`src/ptci_pkg.sv`:
```
// ptci_pkg: shared constants, register codes and structs for the
// position_to_cell_index block. No dependencies.
`timescale 1ns / 1ps

package ptci_pkg;

   localparam int GRID_BITS    = 6;
   localparam int IDX_BITS     = 3 * GRID_BITS;
   localparam int COORD_BITS   = GRID_BITS + 1;
   localparam int POS_BITS     = 32;
   localparam int CSR_IDX_BITS = 3;
   localparam int CSR_DATA_BITS = 32;
   localparam int NUM_AXES     = 3;
   localparam int PIPE_STAGES  = 5;

   localparam logic [GRID_BITS-1:0]  DIM_RESET = GRID_BITS'(1);
   localparam logic [POS_BITS-1:0]   INV_RESET = POS_BITS'(65536);

   typedef enum logic [CSR_IDX_BITS-1:0] {
      CSR_LEFT_X,
      CSR_LEFT_Y,
      CSR_LEFT_Z,
      CSR_INV_SIZE_X,
      CSR_INV_SIZE_Y,
      CSR_INV_SIZE_Z,
      CSR_GRID_DIMS
   } csr_index_type;

   typedef struct packed {
      logic [POS_BITS-1:0]  left;
      logic [POS_BITS-1:0]  inv;
      logic [GRID_BITS-1:0] n;
   } axis_cfg_type;

   typedef struct packed {
      logic [COORD_BITS-1:0] coord;
      logic                  flag;
   } coord_type;

   typedef struct packed {
      logic [IDX_BITS-1:0] cell_index;
      logic                out_of_range;
   } result_type;

endpackage

```
`src/ptci_merge.sv`:
```
// ptci_merge: combines the three axis coordinates into the linear
// ghost-grid index, x fastest. Two stages. Depends on ptci_pkg.
`timescale 1ns / 1ps

module ptci_merge import ptci_pkg::*; (
   input  logic                 clock,
   input  logic                 en,
   input  coord_type            coord_x,
   input  coord_type            coord_y,
   input  coord_type            coord_z,
   input  logic [GRID_BITS-1:0] n_x,
   input  logic [GRID_BITS-1:0] n_y,
   output result_type           result
);

   localparam int YZ_BITS   = 2 * COORD_BITS + 1;
   localparam int FULL_BITS = 3 * COORD_BITS + 1;

   logic [COORD_BITS-1:0]  gx;
   logic [COORD_BITS-1:0]  gy;
   logic [FULL_BITS-1:0]   idx_full;

   logic [YZ_BITS-1:0]     yz_ff, yz_in;
   logic [COORD_BITS-1:0]  cx_ff;
   logic                   flag_ff, flag_in;
   result_type             res_ff, res_in;

   // stage d: cy + gy * cz
   always_comb begin
      gy      = {1'b0, n_y} + COORD_BITS'(2);
      yz_in   = YZ_BITS'(coord_y.coord) + YZ_BITS'(gy) * YZ_BITS'(coord_z.coord);
      flag_in = coord_x.flag | coord_y.flag | coord_z.flag;
   end

   // stage e: cx + gx * (...), wraps to the index width
   always_comb begin
      gx       = {1'b0, n_x} + COORD_BITS'(2);
      idx_full = FULL_BITS'(cx_ff) + FULL_BITS'(gx) * FULL_BITS'(yz_ff);
      res_in.cell_index   = idx_full[IDX_BITS-1:0];
      res_in.out_of_range = flag_ff;
   end

   always_ff @(posedge clock) begin
      if (en) begin
         yz_ff   <= yz_in;
         cx_ff   <= coord_x.coord;
         flag_ff <= flag_in;
         res_ff  <= res_in;
      end
   end

   assign result = res_ff;

endmodule

```
`config.mk`:
```
export PLATFORM = sky130hd
export DESIGN_NAME = ptci_merge
export DESIGN_NICKNAME = d
export VERILOG_FILES = /design/src/ptci_pkg.sv /design/src/ptci_merge.sv
export SDC_FILE = /design/constraint.sdc
export NUM_CORES = 1
export LEC_CHECK = 0
export BUFFER_PORTS_ARGS = -buffer_cell sky130_fd_sc_hd__buf_2
export CORE_MARGIN = 1.5
export CORE_UTILIZATION = 60
export DETAILED_ROUTE_END_ITERATION = 8
export PLACE_DENSITY = 0.9
export SLEW_MARGIN = 10
export SYNTH_ARGS = -nofsm -noshare
export SYNTH_HDL_FRONTEND = slang
export SYNTH_SLANG_ARGS = --single-unit
```
`constraint.sdc`:
```
create_clock -name clock -period 8.4 [get_ports clock]
set_clock_uncertainty 0.1 [all_clocks]
set_input_delay 2.1 -clock clock [delete_from_list [all_inputs] [get_ports clock]]
set_output_delay 2.1 -clock clock [all_outputs]
set_load 0.02 [all_outputs]
```
# [Word-level counts from Yosys, hierarchy flattened]
# Index checks and enable logic that the tools add are counted.
[classes] n_div=0 magnitude_cmp=0 reduce_logical=0 mux=0 bitwise=2 n_shift=0 eq_ne=0 addsub=4 n_mul=2
[ops] op="adder 7 x 18 -> 18 bit" count=1
[ops] op="multiplier 7 x 15 -> 18 bit" count=1
[ops] op="adder 7 x 14 -> 15 bit" count=1
[ops] op="adder 6 x 2 -> 7 bit (second input constant)" count=2
[ops] op="multiplier 7 x 7 -> 14 bit" count=1
[ops] op="OR 1 bit" count=2
[totals] ff_bits=42 latchBits=0 romBits=0 mem_bits_rw=0 inputBits=38 wordCells=13 output_inout_bits=19 mem_count=0

# [Depth between registers and ports, before layout]
# Gate-level depths: netlist of run 1.
[logic_depth] depth_word=3 ltp_mapped=19 ltp_nobuf=19

# [Worst setup path before layout of run 1]
# No wires, ideal clock.
[synth_timing] path_type="input -> register" startpoint="in n_x[1]" endpoint="reg res_ff, in the netlist result[17], data pin" required_time_ns=8.035 n_path_buf=1 path_slack_ns=1.660 path_stages=18 setup_ns=0.265 arrival_time_ns=6.375 cell_sequence="ha_1 -> nand3_1 -> xnor2_1 -> clkbuf_1 -> and2_1 -> fa_1 -> fa_1 -> fa_1 -> inv_1 -> fa_1 -> inv_1 -> ha_1 -> o21a_1 -> o21ai_0 -> nand2_1 -> a31oi_1 -> o21ai_0 -> xor2_1"
[synth_between] elab_chain_len=3
[synth_rtl] item="from (decl)" line_no="ptci_merge.sv:11" text="input logic [GRID_BITS-1:0] n_x,"
[synth_rtl] item="adder 6 x 2 -> 7 bit" line_no="ptci_merge.sv:37" text="gx = {1'b0, n_x} + COORD_BITS'(2);"
[synth_rtl] item="multiplier 7 x 15 -> 18 bit" line_no="ptci_merge.sv:38" text="idx_full = FULL_BITS'(cx_ff) + FULL_BITS'(gx) * FULL_BITS'(yz_ff);"
[synth_rtl] item="adder 7 x 18 -> 18 bit" line_no="ptci_merge.sv:38"
[synth_rtl] item="named net idx_full[16]" line_no="ptci_merge.sv:21" text="logic [FULL_BITS-1:0] idx_full;"
[synth_rtl] item="to (signal assigned)" line_no="ptci_merge.sv:48" text="res_ff <= res_in;"
[synth_rtl] item="to (decl)" line_no="ptci_merge.sv:26" text="result_type res_ff, res_in;"
# The timed path passes the listed nets, and every way through them passes these cells.
# A chain may end at the register's enable or synchronous reset.

# [Worst setup path after layout of run 1]
# Same ends and word-level chain as after synthesis.

==> results of run 1 <==
## worst paths after layout
check,startpoint,end,slack (ns)
worst min-delay path,flag_ff$_DFFE_PP_,result[0]$_DFFE_PP_,0.36
worst max-delay path,n_x[1],result[17]$_DFFE_PP_,1.30
worst min register to register,flag_ff$_DFFE_PP_,result[0]$_DFFE_PP_,0.36
worst max register to register,yz_ff[1]$_DFFE_PP_,result[17]$_DFFE_PP_,3.61
## cell type report
| class | instances | area (um^2) | share of cell area |
|---|---|---|---|
| clock inverter | 3 | 26.3 | 0.00376 |
| timing repair buffer | 58 | 295 | 0.0423 |
| multi-input combinational | 459 | 4590 | 0.657 |
| tap | 136 | 170 | 0.0244 |
| sequential | 42 | 1260 | 0.181 |
| clock buffer | 5 | 68.8 | 0.00985 |
| inverter | 153 | 574 | 0.0822 |
## Yosys cell counts (all sizes together)
cell type / count
inv: 153
nand2b: 14
mux2i: 1
nand2: 63
o21ai: 11
a21boi: 2
xnor2: 30
o21a: 7
clkbuf: 7
nor2: 18
nand3: 7
nand3b: 1
and2: 74
xor2: 5
a21o: 5
nor3: 1
or3: 2
nor3b: 2
a211oi: 3
o31ai: 1
nand4: 1
a31oi: 2
nor4b: 1
and4: 1
ha: 77
a21oi: 15
nor2b: 14
o2111ai: 2
edfxtp: 42
fa: 97
o21bai: 1
o32ai: 1
## critical path, delay by kind of cell
kind                     cells  cell delay [ns]
adder cells (fa/ha/maj)      6             2.56
AO/OA/AOI/OAI                4             0.96
XOR/XNOR                     2             0.71
buffers and inverters        3             0.37
AND/OR/NAND/NOR              2             0.34
## per-stage QoR
stage / cells / utilization
floorplan: 661 / -
global placement: 848 / 0.664
detailed placement: 848 / 0.664
CTS: 856 / 0.674
global route: 856 / 0.674
finish: 856 / 0.674
## metal layers
layer,GRT usage,vias to the layer above
met5,0,-
met2,0.446,117
met1,0.269,2232
li1,-,2145
met4,0.0819,0
met3,0.0280,26
## registers in the layout, summed over array words and instances (netlist names)
register,count
result,19
yz_ff,15
cx_ff,7
flag_ff,1
## cell families (layout without fill, tap and decap cells)
family          after synthesis  in the layout  synth area share
compound gates               50             50            0.0483
xor+xnor                     35             35            0.0498
fa+ha+maj                   174            174             0.450
buf+inv                     160            219            0.0931
flops                        42             42             0.196
mux                           1              1           0.00155
simple gates                199            199             0.161
==> impl_metrics.xml, run 1 <==
<?xml version="1.0" encoding="UTF-8"?>
<metrics>
  <group name="layout">
    <metric name="drive_gt1_frac" unit="">0.0944</metric>
    <metric name="area_growth_syn_to_layout" unit="%">8.28</metric>
    <metric name="layout_common_cells" unit="">inv_1, fa_1, ha_1, and2_1, nand2_1</metric>
    <metric name="final_nets" unit="">931</metric>
    <metric name="num_antenna_cells" unit="">0</metric>
    <metric name="num-fill-cells" unit="">771</metric>
    <metric name="most_frequent_standard_cell_in_the_layout_excluding_fill_and_tap_cells" unit="">inv_1</metric>
    <metric name="final_cell_area" unit="mm^2">0.00699</metric>
  </group>
  <group name="global_route">
    <metric name="wire_length_of_the_first_global_routing_pass" unit="um">21400</metric>
    <metric name="via_count_of_the_first_global_routing_pass" unit="">4989</metric>
    <metric name="grt_start_max_net_pins" unit="">43</metric>
    <metric name="antenna_violations_before_repair" unit="">0</metric>
    <metric name="grt.total_usage" unit="">0.234</metric>
    <metric name="globalRoute.totalOverflow" unit="">0</metric>
  </group>
  <group name="drt">
    <metric name="drt_wl_total" unit="um">12000</metric>
    <metric name="detail_route.wirelength.met1" unit="um">4820</metric>
    <metric name="antenna_left" unit="">0</metric>
    <metric name="dr.first_iter.drc_count" unit="">172</metric>
    <metric name="avgViaCountPerCell" unit="">5.28</metric>
    <metric name="top_layer_used" unit="">met4</metric>
    <metric name="drc" unit="">0</metric>
    <metric name="detailroute.via_count" unit="">4520</metric>
    <metric name="detail_route.wl_per_cell" unit="um">14.1</metric>
    <metric name="dr.pass1.iters" unit="">4</metric>
    <metric name="routed-wl-met2" unit="um">6530</metric>
    <metric name="length_of_routed_met3_wiring" unit="um">436</metric>
  </group>
  <group name="setup_path">
    <metric name="worst_r2r_path_depth" unit="">14</metric>
    <metric name="critical_path_fanout_max" unit="">17</metric>
    <metric name="largest_stage_delay_on_the_critical_path" unit="ns">0.55</metric>
    <metric name="critical_path_class" unit="">in -&gt; reg</metric>
    <metric name="cp_common_cell" unit="">fa_1</metric>
    <metric name="end_kind" unit="">flip-flop</metric>
    <metric name="worst_path_max_delay_cell" unit="">xor2_2</metric>
    <metric name="cp_data_required_time" unit="ns">8.36</metric>
    <metric name="timing.critical_path.cells" unit="">buf_2 &gt; ha_1 &gt; xor2_2 &gt; and2_1 &gt; fa_1 &gt; fa_1 &gt; fa_1 &gt; inv_1 &gt; fa_1 &gt; inv_1 &gt; ha_1 &gt; o21a_1 &gt; o21ai_0 &gt; nand2_1 &gt; a31oi_1 &gt; o21ai_0 &gt; xor2_1</metric>
    <metric name="critPathArrivalTime" unit="ns">7.06</metric>
    <metric name="kind_of_start_point_of_the_critical_path" unit="">input pin</metric>
  </group>
  <group name="logic_synthesis">
    <metric name="synth_cell_type_count" unit="">36</metric>
    <metric name="yosysWarningCount" unit="">0</metric>
    <metric name="synth.area.top_cells" unit="">fa_1, edfxtp_1, ha_1</metric>
    <metric name="post_synth_inst_count" unit="">661</metric>
    <metric name="leading_area_contributor_after_synthesis" unit="">fa_1</metric>
    <metric name="syn_avg_cell_area" unit="um^2">9.76</metric>
    <metric name="post_synth_instance_area" unit="mm^2">0.00645</metric>
    <metric name="synthesis.nets" unit="">873</metric>
    <metric name="synth_seq_cells" unit="">42</metric>
    <metric name="netlist.area_leader.share" unit="">0.301</metric>
    <metric name="yosysSeqAreaShare" unit="">0.196</metric>
  </group>
  <group name="place">
    <metric name="detailed_place.area" unit="mm^2">0.00689</metric>
    <metric name="gpl.final_weighted_congestion" unit="">0.914</metric>
    <metric name="portBuffers" unit="">56</metric>
    <metric name="place.detailed.hpwl" unit="um">10100</metric>
    <metric name="post_place_setup_slack" unit="ns">1.00</metric>
  </group>
  <group name="floorplanning">
    <metric name="die_w" unit="um">107</metric>
    <metric name="fp.coreArea" unit="mm^2">0.0104</metric>
    <metric name="initial_utilization" unit="">0.622</metric>
    <metric name="fp-row-count" unit="">37</metric>
    <metric name="die-height" unit="um">107</metric>
    <metric name="die_area" unit="mm^2">0.0114</metric>
    <metric name="pin_count" unit="">57</metric>
  </group>
  <group name="clocking">
    <metric name="cts_repair_resize_count" unit="">0</metric>
    <metric name="cts_made_buffers" unit="">5</metric>
    <metric name="clockRootBuffer" unit="">clkbuf_8</metric>
    <metric name="ctsLongestPathBuffers" unit="">2</metric>
    <metric name="numClockSinks" unit="">42</metric>
    <metric name="cts_tree" unit="">done</metric>
    <metric name="postCtsHoldBufs" unit="">0</metric>
    <metric name="post_cts_setup_buffer_count" unit="">0</metric>
    <metric name="clk-insertion-delay-late" unit="ns">0.31</metric>
    <metric name="clkTransAtPathRegs" unit="ns">0.09</metric>
    <metric name="htree_num_levels" unit="">2</metric>
  </group>
  <group name="job">
    <metric name="max_cap_violations" unit="">0</metric>
  </group>
  <group name="sta">
    <metric name="worst_slew_margin_rel" unit="">0.410</metric>
    <metric name="final.hold.worst_slack" unit="ns">0.362</metric>
    <metric name="rsz0062_at_grt" unit="">no</metric>
    <metric name="timing.final.max_slew_violations" unit="">0</metric>
    <metric name="achievable_freq" unit="MHz">141</metric>
    <metric name="timing_hold_violations_final" unit="">0</metric>
    <metric name="fin_ws" unit="ns">1.30</metric>
    <metric name="tns" unit="ns">0</metric>
    <metric name="tightestPinTransition" unit="ns">0.885</metric>
    <metric name="setup_violators_final" unit="">0</metric>
    <metric name="layout_worst_path_cycle_share" unit="">0.845</metric>
    <metric name="period_needed" unit="ns">7.10</metric>
  </group>
  <group name="min_path">
    <metric name="hp-class" unit="">reg -&gt; reg</metric>
    <metric name="hold_depth" unit="">0</metric>
  </group>
  <group name="run_status">
    <metric name="run_status" unit="">finished, final reports clean</metric>
  </group>
</metrics>
Power of run 1 is left out: the tool's default activity adds up to more than one toggle a clock period on the data nets, which glitch-free logic cannot reach.
==> inputs of run 2 (changes only) <==
==> constraint.sdc (replaced) <==
create_clock -name clock -period 7.1 [get_ports clock]
set_clock_uncertainty 0.1 [all_clocks]
set_input_delay 1.775 -clock clock [delete_from_list [all_inputs] [get_ports clock]]
set_output_delay 1.775 -clock clock [all_outputs]
set_load 0.02 [all_outputs]
==> run 2 against run 1 <==
Critical path depth grew 2. Critical path type unchanged. Die area is the same. Sequential cell count unchanged. Worst setup slack worse by 0.81 ns. Core utilization grew 0.36 points. Cell area rose by 0.54%. Critical endpoint unchanged.
==> impl_metrics.xml, run 2 (same netlist as run 1, synthesis figures left out) <==
<?xml version="1.0" encoding="UTF-8"?>
<metrics>
  <group name="layout">
    <metric name="most_frequent_standard_cell_in_the_layout_excluding_fill_and_tap_cells" unit="">inv_1</metric>
    <metric name="num_antenna_cells" unit="">0</metric>
    <metric name="layout_common_cells" unit="">inv_1, fa_1, ha_1, and2_1, nand2_1</metric>
    <metric name="largest_register_ffs" unit="">19</metric>
    <metric name="finalNonFillerCells" unit="">861</metric>
    <metric name="drive_gt1_frac" unit="">0.101</metric>
    <metric name="area_growth_syn_to_layout" unit="%">8.86</metric>
    <metric name="utilization" unit="">0.677</metric>
    <metric name="num-fill-cells" unit="">765</metric>
    <metric name="final_nets" unit="">936</metric>
  </group>
  <group name="setup_path">
    <metric name="critical_path.startpoint" unit="">n_x[1]</metric>
    <metric name="crit_path_end" unit="">result[17]$_DFFE_PP_</metric>
    <metric name="critical_path_class" unit="">in -&gt; reg</metric>
    <metric name="worst_r2r_path_depth" unit="">14</metric>
    <metric name="critical_path_fanout_max" unit="">9</metric>
    <metric name="setup.reg_to_reg.worst_slack" unit="ns">2.18</metric>
    <metric name="crit-reg2reg-capture" unit="">result[17]$_DFFE_PP_</metric>
    <metric name="critPathArrivalTime" unit="ns">6.56</metric>
    <metric name="cp_data_required_time" unit="ns">7.05</metric>
    <metric name="crit-reg2reg-launch" unit="">yz_ff[1]$_DFFE_PP_</metric>
    <metric name="kind_of_start_point_of_the_critical_path" unit="">input pin</metric>
    <metric name="end_kind" unit="">flip-flop</metric>
  </group>
  <group name="sta">
    <metric name="layout_worst_path_cycle_share" unit="">0.930</metric>
    <metric name="achievable_freq" unit="MHz">151</metric>
    <metric name="period_needed" unit="ns">6.61</metric>
    <metric name="worst_slew_margin_rel" unit="">0.388</metric>
    <metric name="setup_violators_final" unit="">0</metric>
    <metric name="timing.final.max_slew_violations" unit="">0</metric>
    <metric name="tns" unit="ns">0</metric>
    <metric name="fin_ws" unit="ns">0.495</metric>
    <metric name="timing_hold_violations_final" unit="">0</metric>
    <metric name="rsz0062_at_grt" unit="">no</metric>
    <metric name="tightestPinTransition" unit="ns">0.918</metric>
  </group>
  <group name="clocking">
    <metric name="cts_tree" unit="">done</metric>
    <metric name="cts_made_buffers" unit="">5</metric>
    <metric name="post_cts_setup_buffer_count" unit="">0</metric>
    <metric name="ctsLongestPathBuffers" unit="">2</metric>
    <metric name="cts_repair_resize_count" unit="">0</metric>
    <metric name="htree_num_levels" unit="">2</metric>
    <metric name="postCtsHoldBufs" unit="">0</metric>
    <metric name="numClockSinks" unit="">42</metric>
    <metric name="clk-insertion-delay-late" unit="ns">0.31</metric>
    <metric name="clkTransAtPathRegs" unit="ns">0.10</metric>
    <metric name="clockRootBuffer" unit="">clkbuf_8</metric>
  </group>
  <group name="min_path">
    <metric name="hold_depth" unit="">0</metric>
    <metric name="hp-class" unit="">reg -&gt; reg</metric>
  </group>
  <group name="floorplanning">
    <metric name="die_area" unit="mm^2">0.0114</metric>
    <metric name="initial_utilization" unit="">0.622</metric>
    <metric name="die_w" unit="um">107</metric>
    <metric name="die-height" unit="um">107</metric>
    <metric name="fp.coreArea" unit="mm^2">0.0104</metric>
    <metric name="fp-row-count" unit="">37</metric>
    <metric name="pin_count" unit="">57</metric>
  </group>
  <group name="drt">
    <metric name="detailroute.via_count" unit="">4555</metric>
    <metric name="detail_route.wl_per_cell" unit="um">14.6</metric>
    <metric name="dr.pass1.iters" unit="">5</metric>
    <metric name="drc" unit="">0</metric>
    <metric name="dr.first_iter.drc_count" unit="">200</metric>
    <metric name="avgViaCountPerCell" unit="">5.29</metric>
    <metric name="drt_wl_total" unit="um">12600</metric>
    <metric name="antenna_left" unit="">0</metric>
  </group>
  <group name="global_route">
    <metric name="via_count_of_the_first_global_routing_pass" unit="">5001</metric>
    <metric name="grt.total_usage" unit="">0.244</metric>
    <metric name="grt_start_max_net_pins" unit="">43</metric>
    <metric name="antenna_violations_before_repair" unit="">0</metric>
    <metric name="globalRoute.totalOverflow" unit="">0</metric>
    <metric name="wire_length_of_the_first_global_routing_pass" unit="um">22000</metric>
  </group>
  <group name="run_status">
    <metric name="run_status" unit="">finished, final reports clean</metric>
  </group>
  <group name="place">
    <metric name="post_place_setup_slack" unit="ns">0.237</metric>
    <metric name="placedCellCount" unit="">853</metric>
    <metric name="gpl.final_weighted_congestion" unit="">0.903</metric>
    <metric name="place.detailed.hpwl" unit="um">10500</metric>
    <metric name="portBuffers" unit="">56</metric>
  </group>
  <group name="job">
    <metric name="max_cap_violations" unit="">0</metric>
  </group>
</metrics>
run 2: worst max-delay path: stages:
cell and delay, ns:
buf_2 0.12, ha_1 0.22, nand3_1 0.11, xnor2_1 0.22
buf_4 0.20, and2_1 0.15, fa_1 0.46, fa_1 0.53
fa_1 0.56, inv_1 0.06, fa_1 0.52, inv_1 0.04
ha_1 0.33, o21a_1 0.21, o21ai_0 0.27, nand2_1 0.11
a31oi_1 0.31, o21ai_0 0.19, xor2_1 0.16
run 2: layout make-up:
cell class	instances	area (um^2)	share of cell area
Sequential cell	42	1260	0.180
Inverter	153	574	0.0818
Clock inverter	3	26.3	0.00374
Timing Repair Buffer	63	333	0.0474
Clock buffer	5	68.8	0.00980
Tap cell	136	170	0.0242
Multi-Input combinational cell	459	4590	0.653
run 2: how the worst min path moves through the flow:
| stage | start | to |
|---|---|---|
| final | flag_ff$_DFFE_PP_ | result[0]$_DFFE_PP_ |
| after CTS | flag_ff$_DFFE_PP_ | result[0]$_DFFE_PP_ |
| after floorplan | flag_ff$_DFFE_PP_ | result[0]$_DFFE_PP_ |
| after global routing | flag_ff$_DFFE_PP_ | result[0]$_DFFE_PP_ |
| after detailed placement | flag_ff$_DFFE_PP_ | result[0]$_DFFE_PP_ |
| after global placement | flag_ff$_DFFE_PP_ | result[0]$_DFFE_PP_ |
run 2: through the flow:
step / hold slack (ns) / instance area (um^2)
floorplan: 0.300 / 6450
global placement: 0.304 / 6930
detailed placement: 0.312 / 6930
CTS: 0.336 / 7020
global route: 0.364 / 7020
finish: 0.338 / 7020
run 2: layer usage:
layer,GRT usage,part of all wire,wire length [um],vias up
li1,-,-,-,2154
met1,0.263,0.38,4730,2240
met2,0.493,0.56,7060,133
met3,0.0267,0.043,545,28
met4,0.0695,0.021,263,0
met5,0,0,0,-
Power of run 2 is left out for the same reason.
==> inputs of run 3 (changes only) <==
--- a/config.mk
+++ b/config.mk
@@ -6,6 +6,7 @@
 export NUM_CORES = 1
 export LEC_CHECK = 0
 export BUFFER_PORTS_ARGS = -buffer_cell sky130_fd_sc_hd__buf_2
+export CORE_ASPECT_RATIO = 1.25
 export CORE_MARGIN = 1.5
 export CORE_UTILIZATION = 60
 export DETAILED_ROUTE_END_ITERATION = 8
==> run 3 against run 2 <==
Via count grew 0.50%. First-iteration DRC count grew 42%. Core utilization shrank 0.61 points. Critical path depth fell by 1. Critical endpoint unchanged. Cell count fell by 0.81%. Hold slack got worse by 0.0053 ns. Non-clock buffer count decreased by 3. Wire length down 0.50%. Maximum frequency is 1.0% lower. Sequential share of layout area is 0.080 points lower.
==> impl_metrics.xml, run 3 (same netlist as run 1, synthesis figures left out) <==
<?xml version="1.0" encoding="UTF-8"?>
<metrics>
  <group name="layout">
    <metric name="num-fill-cells" unit="">787</metric>
    <metric name="regArea" unit="mm^2">0.00126</metric>
    <metric name="layout_common_cells" unit="">inv_1, fa_1, ha_1, and2_1, nand2_1</metric>
    <metric name="area_growth_syn_to_layout" unit="%">9.35</metric>
    <metric name="final_nets" unit="">933</metric>
    <metric name="drive_gt1_frac" unit="">0.0970</metric>
    <metric name="finalNonFillerCells" unit="">854</metric>
    <metric name="largest_register_ffs" unit="">19</metric>
    <metric name="most_frequent_standard_cell_in_the_layout_excluding_fill_and_tap_cells" unit="">inv_1</metric>
    <metric name="num_antenna_cells" unit="">0</metric>
    <metric name="multiInputGateArea" unit="mm^2">0.00459</metric>
  </group>
  <group name="sta">
    <metric name="worst_slew_margin_rel" unit="">0.400</metric>
    <metric name="tns" unit="ns">0</metric>
    <metric name="timing_hold_violations_final" unit="">0</metric>
    <metric name="period_needed" unit="ns">6.67</metric>
    <metric name="tightestPinTransition" unit="ns">0.901</metric>
    <metric name="achievable_freq" unit="MHz">150</metric>
    <metric name="rsz0062_at_grt" unit="">no</metric>
    <metric name="setup_violators_final" unit="">0</metric>
    <metric name="layout_worst_path_cycle_share" unit="">0.940</metric>
    <metric name="timing.final.max_slew_violations" unit="">0</metric>
  </group>
  <group name="setup_path">
    <metric name="critical_path_class" unit="">in -&gt; reg</metric>
    <metric name="end_kind" unit="">flip-flop</metric>
    <metric name="critical_path_fanout_max" unit="">16</metric>
    <metric name="crit-reg2reg-launch" unit="">yz_ff[2]$_DFFE_PP_</metric>
    <metric name="cp_data_required_time" unit="ns">7.03</metric>
    <metric name="critical_path.startpoint" unit="">n_x[1]</metric>
    <metric name="critPathArrivalTime" unit="ns">6.61</metric>
    <metric name="kind_of_start_point_of_the_critical_path" unit="">input pin</metric>
  </group>
  <group name="job">
    <metric name="max_cap_violations" unit="">0</metric>
  </group>
  <group name="floorplanning">
    <metric name="pin_count" unit="">57</metric>
    <metric name="die-height" unit="um">119</metric>
    <metric name="fp-row-count" unit="">42</metric>
    <metric name="fp.coreArea" unit="mm^2">0.0105</metric>
    <metric name="die_w" unit="um">95.7</metric>
    <metric name="initial_utilization" unit="">0.614</metric>
    <metric name="die_area" unit="mm^2">0.0114</metric>
  </group>
  <group name="global_route">
    <metric name="via_count_of_the_first_global_routing_pass" unit="">5114</metric>
    <metric name="globalRoute.totalOverflow" unit="">0</metric>
    <metric name="gr-max-usage-layer" unit="">met2</metric>
    <metric name="grt_use_met2" unit="">0.466</metric>
    <metric name="antenna_violations_before_repair" unit="">0</metric>
    <metric name="grt_start_max_net_pins" unit="">43</metric>
    <metric name="wire_length_of_the_first_global_routing_pass" unit="um">22100</metric>
    <metric name="use_met1" unit="">0.265</metric>
    <metric name="grt_util_met3" unit="">0.0236</metric>
    <metric name="grt.total_usage" unit="">0.245</metric>
  </group>
  <group name="clocking">
    <metric name="ctsLongestPathBuffers" unit="">2</metric>
    <metric name="postCtsHoldBufs" unit="">0</metric>
    <metric name="numClockSinks" unit="">42</metric>
    <metric name="clk-insertion-delay-late" unit="ns">0.30</metric>
    <metric name="cts_made_buffers" unit="">5</metric>
    <metric name="cts_tree" unit="">done</metric>
    <metric name="clockRootBuffer" unit="">clkbuf_16</metric>
    <metric name="post_cts_setup_buffer_count" unit="">0</metric>
    <metric name="cts_repair_resize_count" unit="">0</metric>
    <metric name="clkTransAtPathRegs" unit="ns">0.07</metric>
    <metric name="htree_num_levels" unit="">2</metric>
  </group>
  <group name="min_path">
    <metric name="hp-class" unit="">reg -&gt; reg</metric>
    <metric name="hold_path.startpoint" unit="">flag_ff$_DFFE_PP_</metric>
  </group>
  <group name="run_status">
    <metric name="run_status" unit="">finished, final reports clean</metric>
  </group>
  <group name="place">
    <metric name="placedCellCount" unit="">846</metric>
    <metric name="gpl.final_weighted_congestion" unit="">0.880</metric>
    <metric name="place.detailed.hpwl" unit="um">10500</metric>
    <metric name="portBuffers" unit="">56</metric>
  </group>
  <group name="drt">
    <metric name="dr.first_iter.drc_count" unit="">284</metric>
    <metric name="detailroute.via_count" unit="">4578</metric>
    <metric name="drt_wl_total" unit="um">12500</metric>
    <metric name="antenna_left" unit="">0</metric>
    <metric name="dr.pass1.iters" unit="">5</metric>
    <metric name="detail_route.wl_per_cell" unit="um">14.7</metric>
    <metric name="drc" unit="">0</metric>
    <metric name="avgViaCountPerCell" unit="">5.36</metric>
  </group>
</metrics>
run 3: changes by cell type in the layout (fill, tap and decap cells not counted):
cell and delta:
inv_6 -2, clkbuf_8 -5, inv_8 +1, clkbuf_16 +5
clkinv_4 +1, buf_4 -3
run 3: worst max-delay path, cell delays in order:
cell,delay [ns]
buf_2,0.11
buf_4,0.20
nand3_1,0.15
xnor2_1,0.38
and2_1,0.22
fa_1,0.46
fa_1,0.53
fa_1,0.55
inv_1,0.05
fa_1,0.53
inv_1,0.04
ha_1,0.32
o21a_1,0.20
o21ai_0,0.31
nand2_1,0.11
a31oi_1,0.29
o21ai_0,0.19
xor2_1,0.17
run 3: path summary, 6_finish.rpt:
path / cells after the start / endpoint / slack (ns)
min: 0 / result[0]$_DFFE_PP_ / 0.33
max: 18 / result[17]$_DFFE_PP_ / 0.43
min reg2reg: 0 / result[0]$_DFFE_PP_ / 0.33
max reg2reg: 14 / result[17]$_DFFE_PP_ / 2.19
run 3: per-stage QoR:
| step | instance area, um^2 | hold slack [ns] | utilization | worst slack [ns] |
|---|---|---|---|---|
| after floorplan | 6450 | 0.300 | - | 0.685 |
| after global placement | 6900 | 0.304 | 0.657 | 0.357 |
| after detailed placement | 6900 | 0.321 | 0.657 | 0.134 |
| after CTS | 7050 | 0.337 | 0.671 | 0.449 |
| after global routing | 7050 | 0.352 | 0.671 | 0.157 |
| final | 7050 | 0.332 | 0.671 | 0.426 |
run 3: area by class of cell:
class,instances,area share
Sequential cell,42,0.179
Clock inverter,3,0.00408
Timing Repair Buffer,60,0.0440
Tap cell,132,0.0234
Inverter,153,0.0814
Clock buffer,5,0.0177
Multi-Input combinational cell,459,0.651
run 3: per-layer routing:
layer | up-vias | share of wire
li1 | 2156 | -
met1 | 2274 | 0.37
met2 | 122 | 0.56
met3 | 26 | 0.037
met4 | 0 | 0.030
met5 | - | 0
Power of run 3 is left out for the same reason.
